$ cat src/qwd_pkg.sv
package qwd_pkg;

	localparam int DEPTH   = 16;
	localparam int TOKEN_W = 32;
	localparam int PTR_W   = (DEPTH > 1) ? $clog2(DEPTH) : 1;
	localparam int CNT_W   = $clog2(DEPTH + 1);

	typedef enum logic [1:0] {
		REQ_ENQ = 2'd0,
		REQ_DEQ = 2'd1,
		REQ_DEL = 2'd2
	} req_t;

	typedef enum logic [2:0] {
		ST_IDLE,
		ST_DISPATCH,
		ST_DQ_WAIT,
		ST_SEARCH,
		ST_SHIFT,
		ST_RESP
	} state_t;

	typedef struct packed {
		logic               status;
		logic [TOKEN_W-1:0] token;
		logic [CNT_W-1:0]   count;
	} rsp_t;

	// Both operands are below DEPTH, so one conditional subtract wraps the sum.
	function automatic logic [PTR_W-1:0] wrap_add(input logic [PTR_W-1:0] a,
		input logic [PTR_W-1:0] b);
		logic [PTR_W:0] s;
		s = {1'b0, a} + {1'b0, b};
		if (s >= (PTR_W + 1)'(DEPTH)) begin
			s = s - (PTR_W + 1)'(DEPTH);
		end
		return s[PTR_W-1:0];
	endfunction

endpackage

$ cat src/fifo_queue_with_delete.sv
// From input acceptance, every request passes the dispatch state: enqueue and rejected
// requests go on to the response state, dequeue first waits for the memory read, and delete
// scans and then shifts the memory one entry per cycle through its single ports.
// A new item is accepted in the cycle after the previous result leaves the controller.
// Reset clears the count and head pointer; entry contents stay undefined until written.
module fifo_queue_with_delete (
	input  logic        clk,
	input  logic        arst_n,
	input  logic        in_valid,
	output logic        in_ready,
	input  logic [1:0]  req_type,
	input  logic [31:0] item_token,
	output logic        out_valid,
	input  logic        out_ready,
	output logic        status,
	output logic [31:0] token_out,
	output logic [4:0]  entry_count
);
	import qwd_pkg::*;

	logic rsp_valid;
	logic rsp_ready;
	rsp_t rsp;
	rsp_t out_q;
	logic out_valid_q;

	qwd_ctrl u_ctrl (
		.clk       (clk),
		.arst_n    (arst_n),
		.in_valid  (in_valid),
		.in_ready  (in_ready),
		.req_type  (req_type),
		.tok_in    (TOKEN_W'(item_token)),
		.rsp_valid (rsp_valid),
		.rsp_ready (rsp_ready),
		.rsp       (rsp)
	);

	assign rsp_ready = !out_valid_q || out_ready;

	always_ff @(posedge clk or negedge arst_n) begin
		if (!arst_n) begin
			out_valid_q <= 1'b0;
		end else if (rsp_ready) begin
			out_valid_q <= rsp_valid;
		end
	end

	always_ff @(posedge clk) begin
		if (rsp_valid && rsp_ready) begin
			out_q <= rsp;
		end
	end

	assign out_valid   = out_valid_q;
	assign status      = out_q.status;
	assign token_out   = 32'(out_q.token);
	assign entry_count = 5'(out_q.count);

endmodule

$ cat src/qwd_ram.sv
module qwd_ram #(
	parameter int DEPTH = 16,
	parameter int WIDTH = 32,
	parameter int ADDR_W = (DEPTH > 1) ? $clog2(DEPTH) : 1
) (
	input  logic              clk,
	input  logic              we,
	input  logic [ADDR_W-1:0] waddr,
	input  logic [WIDTH-1:0]  wdata,
	input  logic [ADDR_W-1:0] raddr,
	output logic [WIDTH-1:0]  rdata
);

	logic [WIDTH-1:0] mem [DEPTH];

	always_ff @(posedge clk) begin
		if (we) begin
			mem[waddr] <= wdata;
		end
	end

	always_ff @(posedge clk) begin
		rdata <= mem[raddr];
	end

endmodule

$ cat src/qwd_ctrl.sv
module qwd_ctrl (
	input  logic                        clk,
	input  logic                        arst_n,
	input  logic                        in_valid,
	output logic                        in_ready,
	input  logic [1:0]                  req_type,
	input  logic [qwd_pkg::TOKEN_W-1:0] tok_in,
	output logic                        rsp_valid,
	input  logic                        rsp_ready,
	output qwd_pkg::rsp_t               rsp
);
	import qwd_pkg::*;

	state_t state_q, state_d;

	logic [1:0]         req_q;
	logic [TOKEN_W-1:0] tok_q;
	logic [PTR_W-1:0]   head_q;
	logic [CNT_W-1:0]   count_q;
	logic [PTR_W-1:0]   idx_q;
	rsp_t               res_q;

	logic               ram_we;
	logic [PTR_W-1:0]   ram_waddr;
	logic [TOKEN_W-1:0] ram_wdata;
	logic [PTR_W-1:0]   ram_raddr;
	logic [TOKEN_W-1:0] ram_rdata;

	logic [PTR_W-1:0] idx_p1;
	logic [PTR_W-1:0] idx_p2;
	logic             idx_last;
	logic             next_last;
	logic             hit;
	logic             enq_ok;

	qwd_ram #(.DEPTH(DEPTH), .WIDTH(TOKEN_W)) u_ram (
		.clk   (clk),
		.we    (ram_we),
		.waddr (ram_waddr),
		.wdata (ram_wdata),
		.raddr (ram_raddr),
		.rdata (ram_rdata)
	);

	assign idx_p1    = idx_q + PTR_W'(1);
	assign idx_p2    = idx_q + PTR_W'(2);
	assign idx_last  = ({1'b0, CNT_W'(idx_q)} + (CNT_W + 1)'(1)) == {1'b0, count_q};
	assign next_last = ({1'b0, CNT_W'(idx_q)} + (CNT_W + 1)'(2)) == {1'b0, count_q};
	assign hit       = ram_rdata == tok_q;
	assign enq_ok    = (tok_q != '0) && (count_q < CNT_W'(DEPTH));

	always_comb begin
		state_d = state_q;
		unique case (state_q)
			ST_IDLE: begin
				if (in_valid) begin
					state_d = ST_DISPATCH;
				end
			end
			ST_DISPATCH: begin
				unique case (req_q)
					REQ_DEQ: state_d = (count_q != '0) ? ST_DQ_WAIT : ST_RESP;
					REQ_DEL: state_d = (count_q != '0) ? ST_SEARCH : ST_RESP;
					default: state_d = ST_RESP;
				endcase
			end
			ST_DQ_WAIT: state_d = ST_RESP;
			ST_SEARCH: begin
				if (hit && !idx_last) begin
					state_d = ST_SHIFT;
				end else if (idx_last) begin
					state_d = ST_RESP;
				end
			end
			ST_SHIFT: begin
				if (next_last) begin
					state_d = ST_RESP;
				end
			end
			ST_RESP: begin
				if (rsp_ready) begin
					state_d = ST_IDLE;
				end
			end
			default: state_d = ST_IDLE;
		endcase
	end

	always_comb begin
		in_ready  = 1'b0;
		rsp_valid = 1'b0;
		ram_we    = 1'b0;
		ram_waddr = wrap_add(head_q, idx_q);
		ram_wdata = tok_q;
		ram_raddr = head_q;
		unique case (state_q)
			ST_IDLE: in_ready = 1'b1;
			ST_DISPATCH: begin
				if (req_q == REQ_ENQ && enq_ok) begin
					ram_we    = 1'b1;
					ram_waddr = wrap_add(head_q, PTR_W'(count_q));
				end
			end
			ST_SEARCH: ram_raddr = wrap_add(head_q, idx_p1);
			ST_SHIFT: begin
				ram_we    = 1'b1;
				ram_wdata = ram_rdata;
				ram_raddr = wrap_add(head_q, idx_p2);
			end
			ST_RESP: rsp_valid = 1'b1;
			default: ;
		endcase
	end

	assign rsp = res_q;

	always_ff @(posedge clk or negedge arst_n) begin
		if (!arst_n) begin
			state_q <= ST_IDLE;
			head_q  <= '0;
			count_q <= '0;
		end else begin
			state_q <= state_d;
			unique case (state_q)
				ST_DISPATCH: begin
					if (req_q == REQ_ENQ && enq_ok) begin
						count_q <= count_q + CNT_W'(1);
					end
				end
				ST_DQ_WAIT: begin
					head_q  <= wrap_add(head_q, PTR_W'(1));
					count_q <= count_q - CNT_W'(1);
				end
				ST_SEARCH: begin
					if (hit && idx_last) begin
						count_q <= count_q - CNT_W'(1);
					end
				end
				ST_SHIFT: begin
					if (next_last) begin
						count_q <= count_q - CNT_W'(1);
					end
				end
				default: ;
			endcase
		end
	end

	always_ff @(posedge clk) begin
		unique case (state_q)
			ST_IDLE: begin
				req_q <= req_type;
				tok_q <= tok_in;
			end
			ST_DISPATCH: begin
				idx_q        <= '0;
				res_q.token  <= '0;
				res_q.status <= !(req_q == REQ_ENQ && enq_ok);
				res_q.count  <= (req_q == REQ_ENQ && enq_ok) ? count_q + CNT_W'(1)
					: count_q;
			end
			ST_DQ_WAIT: begin
				res_q.status <= 1'b0;
				res_q.token  <= ram_rdata;
				res_q.count  <= count_q - CNT_W'(1);
			end
			ST_SEARCH: begin
				if (hit) begin
					res_q.status <= 1'b0;
					res_q.count  <= count_q - CNT_W'(1);
				end else begin
					idx_q <= idx_p1;
				end
			end
			ST_SHIFT: idx_q <= idx_p1;
			default: ;
		endcase
	end

	a_count_bound: assert property (@(posedge clk) disable iff (!arst_n)
		count_q <= CNT_W'(DEPTH))
		else $error("Entry count exceeds the queue depth.");

	a_search_nonempty: assert property (@(posedge clk) disable iff (!arst_n)
		(state_q == ST_SEARCH || state_q == ST_SHIFT || state_q == ST_DQ_WAIT)
		|-> count_q != '0)
		else $error("Memory is read while the queue is empty.");

	a_shift_addr: assert property (@(posedge clk) disable iff (!arst_n)
		(state_q == ST_SHIFT && !next_last) |-> ram_waddr != ram_raddr)
		else $error("Shift writes the entry it reads in the same cycle.");

	a_write_states: assert property (@(posedge clk) disable iff (!arst_n)
		ram_we |-> (state_q == ST_DISPATCH || state_q == ST_SHIFT))
		else $error("Memory written outside enqueue or shift.");

	a_accept_idle: assert property (@(posedge clk) disable iff (!arst_n)
		(in_valid && in_ready) |=> state_q == ST_DISPATCH)
		else $error("Accepted item did not start dispatch.");

endmodule
$ cat config.mk
export PLATFORM = sky130hd
export DESIGN_NAME = fifo_queue_with_delete
export DESIGN_NICKNAME = d
export VERILOG_FILES = /design/src/qwd_pkg.sv /design/src/fifo_queue_with_delete.sv /design/src/qwd_ram.sv /design/src/qwd_ctrl.sv
export SDC_FILE = /design/constraint.sdc
export NUM_CORES = 1
export LEC_CHECK = 0
export ABC_CLOCK_PERIOD_IN_PS = 5450
export BUFFER_PORTS_ARGS = -buffer_cell sky130_fd_sc_hd__buf_2
export CAP_MARGIN = 20
export CORE_MARGIN = 3
export CORE_UTILIZATION = 55
export CTS_CLUSTER_SIZE = 30
export DETAILED_ROUTE_END_ITERATION = 7
export PLACE_DENSITY = 0.84
export SLEW_MARGIN = 5
export SYNTH_ARGS = -nofsm -noshare
export SYNTH_HDL_FRONTEND = slang
export SYNTH_SLANG_ARGS = --single-unit
$ cat constraint.sdc
create_clock -name clk -period 5.45 [get_ports clk]
set_input_delay 0.8175 -clock clk [delete_from_list [all_inputs] [get_ports clk]]
set_output_delay 0.8175 -clock clk [all_outputs]
set_load 0.01 [all_outputs]
Word level (Yosys, flattened, before mapping). Memory sizes are Yosys's and may differ from the RTL's. A register that Yosys moved wholly into a read port is not among the register bits. Cells that the tools add are included.

Bits in registers: 127. RAM bits: 512. Input port bits: 38. Output and inout port bits: 40. Logic and storage cells: 109. Memories: 1.

Memories: u_ctrl.u_ram.mem (words 16, bits a word 32, rd ports 1, clocked after memory_dff 1, wr ports 1, line qwd_ram.sv:14) `logic [WIDTH-1:0] mem [DEPTH];`.

Add/sub/neg operators: 16. Order comparisons: 6. Eq/ne operators: 17. Muxes and demuxes: 35. Reduce and logical (&&, ||, !) cells: 21.

Operators with widths (number): 32-bit case mux with 2 select lines (1); 32-bit equality test (1); 32-bit 2-to-1 mux (1); 4-bit 2-to-1 mux (8); 32-bit nonzero test (1); 5-bit >= comparator, second input constant (5); 3-bit 2-to-1 mux (7); 4-bit by 4-bit adder with 5-bit output (4); 5-bit 2-to-1 mux (4); 5-bit case mux with 4 select lines (1); 4-bit by 1-bit subtractor with 4-bit output, second input constant (5); 3-bit case mux with 6 select lines (1); 5-bit case mux with 3 select lines (1); 6-bit by 5-bit equality test with 1-bit output (2); 4-bit case mux with 3 select lines (1); 4-bit by 1-bit adder with 5-bit output, second input constant (2); 4-bit case mux with 2 select lines (1); 3-bit by 2-bit equality test with 1-bit output, second input constant (2); 3-bit equality test, second input constant (2); 1-bit 2-to-1 mux (6); 2-bit by 1-bit inequality test with 1-bit output, second input constant (3); 2-bit inequality test, second input constant (3); 3-bit case mux with 2 select lines (1); 3-bit nonzero test (2); 23 further kinds (30).

Logic depth before layout (Yosys ltp).
Depth in word-level cells: 7. Gate-level depth with buffers: 16. Gate-level depth less buffers: 12.

Hierarchy. Synthesis repeated with hierarchy kept, for this count alone.

Cells, all modules: 1354. Area total of the unflattened synthesis: 25981.2 µm².

By module, submodules not included: qwd_ram (instances 1, cells an instance 838, area each 19835.3 µm², sequential area each 16015.4 µm²); qwd_ctrl (instances 1, cells an instance 474, area each 4951.0 µm², sequential area each 2582.5 µm²); fifo_queue_with_delete (instances 1, cells an instance 42, area each 1194.9 µm², sequential area each 1166.1 µm²).

Least setup slack after synthesis. Ideal clock, no wire load.

Path kind: register -> output. Start: register u_ctrl.state_q[0]. End: output in_ready. Arrival time: 3.214 ns. Data required time: 4.633 ns. Slack: 1.418 ns. Cell stages (with the launch flop): 3. Cell sequence: dfrtp_1 clkbuf_1 nor3_1.

Word-level cells in the longest chain between the ends: 2.

Ends and longest elaborated chain: start: declaration (line qwd_ctrl.sv:14) `state_t state_q, state_d;`; start signal: assignment (line qwd_ctrl.sv:123) `state_q <= state_d;`; 3-bit logical NOT (line qwd_ctrl.sv:96) `unique case (state_q)`; 1-bit 2-to-1 mux (line qwd_ctrl.sv:96); end: declaration (line fifo_queue_with_delete.sv:10) `output logic in_ready,`.

Every way passes these cells.

Worst setup path in the final report.
Start: register u_ctrl.tok_q[12]. End: memory u_ctrl.u_ram.mem[13][19] (enable).

Word-level cells in the longest chain between the ends: 7. Elaborated cells on any way between the ends: 9.

Ends and longest elaborated chain: start: declaration (line qwd_ctrl.sv:17) `logic [TOKEN_W-1:0] tok_q;`; start signal: assignment (line qwd_ctrl.sv:153) `tok_q <= tok_in;`; 32-bit nonzero test * (line qwd_ctrl.sv:50) `assign enq_ok = (tok_q != '0) && (count_q < CNT_W'(DEPTH));`; 1-bit logical AND * (line qwd_ctrl.sv:50); 1-bit logical AND * (line qwd_ctrl.sv:99) `if (req_q == REQ_ENQ && enq_ok) begin`; 1-bit 2-to-1 mux (line qwd_ctrl.sv:99); 1-bit case mux with 2 select lines (line qwd_ctrl.sv:96); 1-bit 2-to-1 mux (line qwd_ram.sv:17) `if (we) begin`; 1-bit 2-to-1 mux (not written as such) (line qwd_ram.sv:18) `mem[waddr] <= wdata;`; end: declaration (line qwd_ram.sv:14).

Mark *: on every way between the ends. The rest lies on a longest branch, timed or not.

==> key figures <==
Timing
  – RSZ-0062 raised after global routing: no
  – Final setup viols: 0
  – Fin crit period: 4.595 ns
  – Achievable Freq: between 200 and 250 MHz
  – Tightest Pin Transition: 1.087 ns
  – Max-slew headroom: 27.18%
  – Final Cycle Share: 84.32%
  – Hold Violations, Final: 0
  – Final Max Tran Viols: 0
  – Final setup skew: around 0.034 ns
  – Total negative slack: 0 ns

Critical path
  – Crit path from: u_ctrl.tok_q[12]
  – Slowest stage cell, crit path: nor4_1
  – Reg2reg setup slack: 0.85 ns
  – WP depth: 8
  – CP top delay family: simple AND/OR/NAND/NOR gates
  – Worst r2r src: u_ctrl.tok_q[12]
  – Critical Path RT: 5.73 ns
  – Worst EP arrival: ~4.9 ns
  – Critical Setup Path Class: flop to flop
  – RR Endpoint: u_ctrl.u_ram.mem[13][19]
  – Crit-path cells: nor4_1, nand4_1, o2111ai_1, mux2i_1, xnor2_1, nand2_1, nor2_4, buf_4
  – Reg2Reg Depth: 8
  – Startpoint Class: flop
  – Critical path peak fanout: 20
  – Critical path's largest stage delay: 0.79 ns
  – CP Capture Type: flop
  – Buf/Inv on CP: 1
  – Worst setup path endpoint: u_ctrl.u_ram.mem[13][19]

Status
  – Run status: completed

Place
  – HPWL Detailed: 37,010 um
  – Placed Area: between 20,000 and 30,000 um2
  – GP Congestion: 0.9019
  – Port-buffer cells: 77

Floorplan
  – Die H: around 220 um
  – Starting density of the core: 55.77%
  – Die ar.: about 50,000 um2
  – Die Wd: about 220 um
  – Core Footprint: 46,650 um2
  – I/O pins: 78
  – FP Rows: around 80

Route
  – Wire per inst: 29.81 um
  – Pre-antenna DRT Iters: 5
  – DR vias/cell: 6.515
  – Total number of vias: 13,720
  – Antenna Nets Post-Route: 0
  – Iteration-0 DRC Markers: 1,655
  – DRC errors left: 0
  – Post-Route WL: 62,770 um

Logic synthesis
  – Cells after Synth: 1,329
  – Flops & latches, synth: 671
  – Synthesized area per cell: 19.58 um2
  – Top cell type by total area after synthesis: edfxtp_1
  – Syn Nets: 1,388
  – Post-synth top area share: 72.24%
  – Synth top area cells: edfxtp_1 (72%), mux4_2 (11%), dfxtp_1 (2.5%)
  – Ys flop type: edfxtp_1
  – Post-synthesis cell type count: 52
  – Sequential area share after synthesis: 75.96%
  – Synth Cell Area: 26,020 um2
  – Post-synth EDFFs: 626
  – Post-synth ARST share: 1.937%
  – Syn. warnings: 0

Clocking
  – Clock transition at path regs: 0.06 ns
  – Post-CTS Setup Bufs: 0
  – Root buffer cell: clkbuf_16
  – Post-CTS sizing: 0
  – Clk sinks: about 670
  – Post-CTS Hold Fix Bufs: 0
  – Worst-case clock buffer depth: 3
  – Clk_lat worst skew: 0.61 ns
  – CTS Buf Count: 67
  – H-tree depth: 3
  – CTS tree: yes

Finish
  – Most common cell after layout, fill and taps aside: edfxtp_1
  – Post-route cell area: 29,500 um2
  – Most frequent cells in the layout: edfxtp_1 (626), mux4_2 (127), nand2_1 (122), buf_2 (77), clkbuf_16 (68)
  – Final core occ: 63.23%
  – Ratio of cells with drive above 1 in the final layout: about 24%
  – Final Net Count: 1,503
  – Synthesis-to-layout area growth: 13.38%

Power
  – P_leak: around 10 nW
  – Maximum vdd drop: 0.001102 V
  – PD cells: approximately 700 nW/um2

Global routing
  – Grt ovf: 0
  – GRT Util Overall: approximately a quarter
  – Pin count of the biggest net entering global routing: 84
  – Vias in the first global route: 14,010
  – First-pass GRT wire length: 93,450 um
  – Initial antenna violation count: 3

Min path
  – HP Class: input port to async pin

Flow run
  – Max_cap viols: 0
[flip-flops by register name (all words and copies together), names as in the netlist]
name and flops:
u_ctrl.u_ram.mem 512, u_ctrl.rsp 38, token_out 32, u_ctrl.tok_q 32
u_ctrl.u_ram.rdata 32, entry_count 5, u_ctrl.count_q 5, u_ctrl.head_q 4
u_ctrl.idx_q 4, u_ctrl.state_q 3, u_ctrl.req_q 2, out_valid 1
status 1
[where the power goes]
group / leakage [nW] / total (mW) / switching, mW / internal, mW
combinational: 2.78 / 7.76 / 4.71 / 3.05
clock: 1.05 / 4.49 / 1.93 / 2.56
sequential: 6.14 / 8.37 / 0.667 / 7.70
[synthesized netlist by cell type (2+ instances only)]
cell type	number
and3_1	2
a31oi_1	5
nor4_1	18
buf_2	27
inv_1	14
dfrtp_1	13
a21o_1	5
nand2_1	122
nand4_1	6
buf_6	4
and2_1	33
nor2_1	33
nor2b_1	4
xor2_1	39
mux2i_1	7
mux4_2	127
ha_1	18
nor3b_1	3
nand3_1	5
a31o_2	2
dfxtp_1	32
o21ai_0	14
fa_1	3
nand2b_1	3
nor3_1	12
xnor2_1	21
edfxtp_1	626
a21oi_1	13
a221o_1	32
o21a_1	3
buf_4	6
clkbuf_1	26
a22o_1	32
[per-stage QoR]
stage	hold WS (ns)	std cells	worst slack, ns	total power [mW]
floorplan	0.4003	1329	1.418	13.48
global placement	0.4027	1980	1.117	15.71
detailed placement	0.4045	1982	0.9437	16.06
CTS	0.1123	2104	0.9675	20.66
global route	0.1398	2104	0.5962	21.42
finish	0.1252	2106	0.8546	20.62
[worst min-delay path by stage]
stage	start	end	slack, ns	cells past startpoint
detailed placement	u_ctrl.rsp[21]	token_out[16]	0.40	0
floorplan	u_ctrl.rsp[0]	entry_count[0]	0.40	0
finish	arst_n	u_ctrl.state_q[0]	0.13	1
global route	arst_n	u_ctrl.state_q[0]	0.14	1
CTS	arst_n	u_ctrl.state_q[0]	0.11	1
global placement	u_ctrl.rsp[4]	entry_count[4]	0.40	0
[cells by family after synthesis]
family / after synthesis / share of synthesized area, %
xor+xnor: 61 / 2.106
flops: 671 / 75.96
buf+inv: 77 / 1.443
mux: 134 / 11.26
compound gates: 117 / 3.626
fa+ha+maj: 22 / 1.135
simple gates: 247 / 4.472
[cell type report]
type	instances	area [um2]
fillers	3009	17150
well taps	607	759.5
inverters	14	52.55
repair buffers	109	700.7
multi-input cells	581	6063
clock inverters	28	297.8
clock buffers	94	1859
diodes	2	5.005
flip-flops and latches	671	19760
[layer usage]
metal | vias to the layer above | part of all wire (%) | GRT usage [%]
met5 | - | 0 | 0
met4 | 0 | 4.4 | 10.34
met3 | 170 | 11 | 6.816
met2 | 998 | 49 | 41.89
met1 | 6976 | 35 | 33.60
li1 | 5576 | - | -
Note: power is estimated with default switching activity, not from simulation.
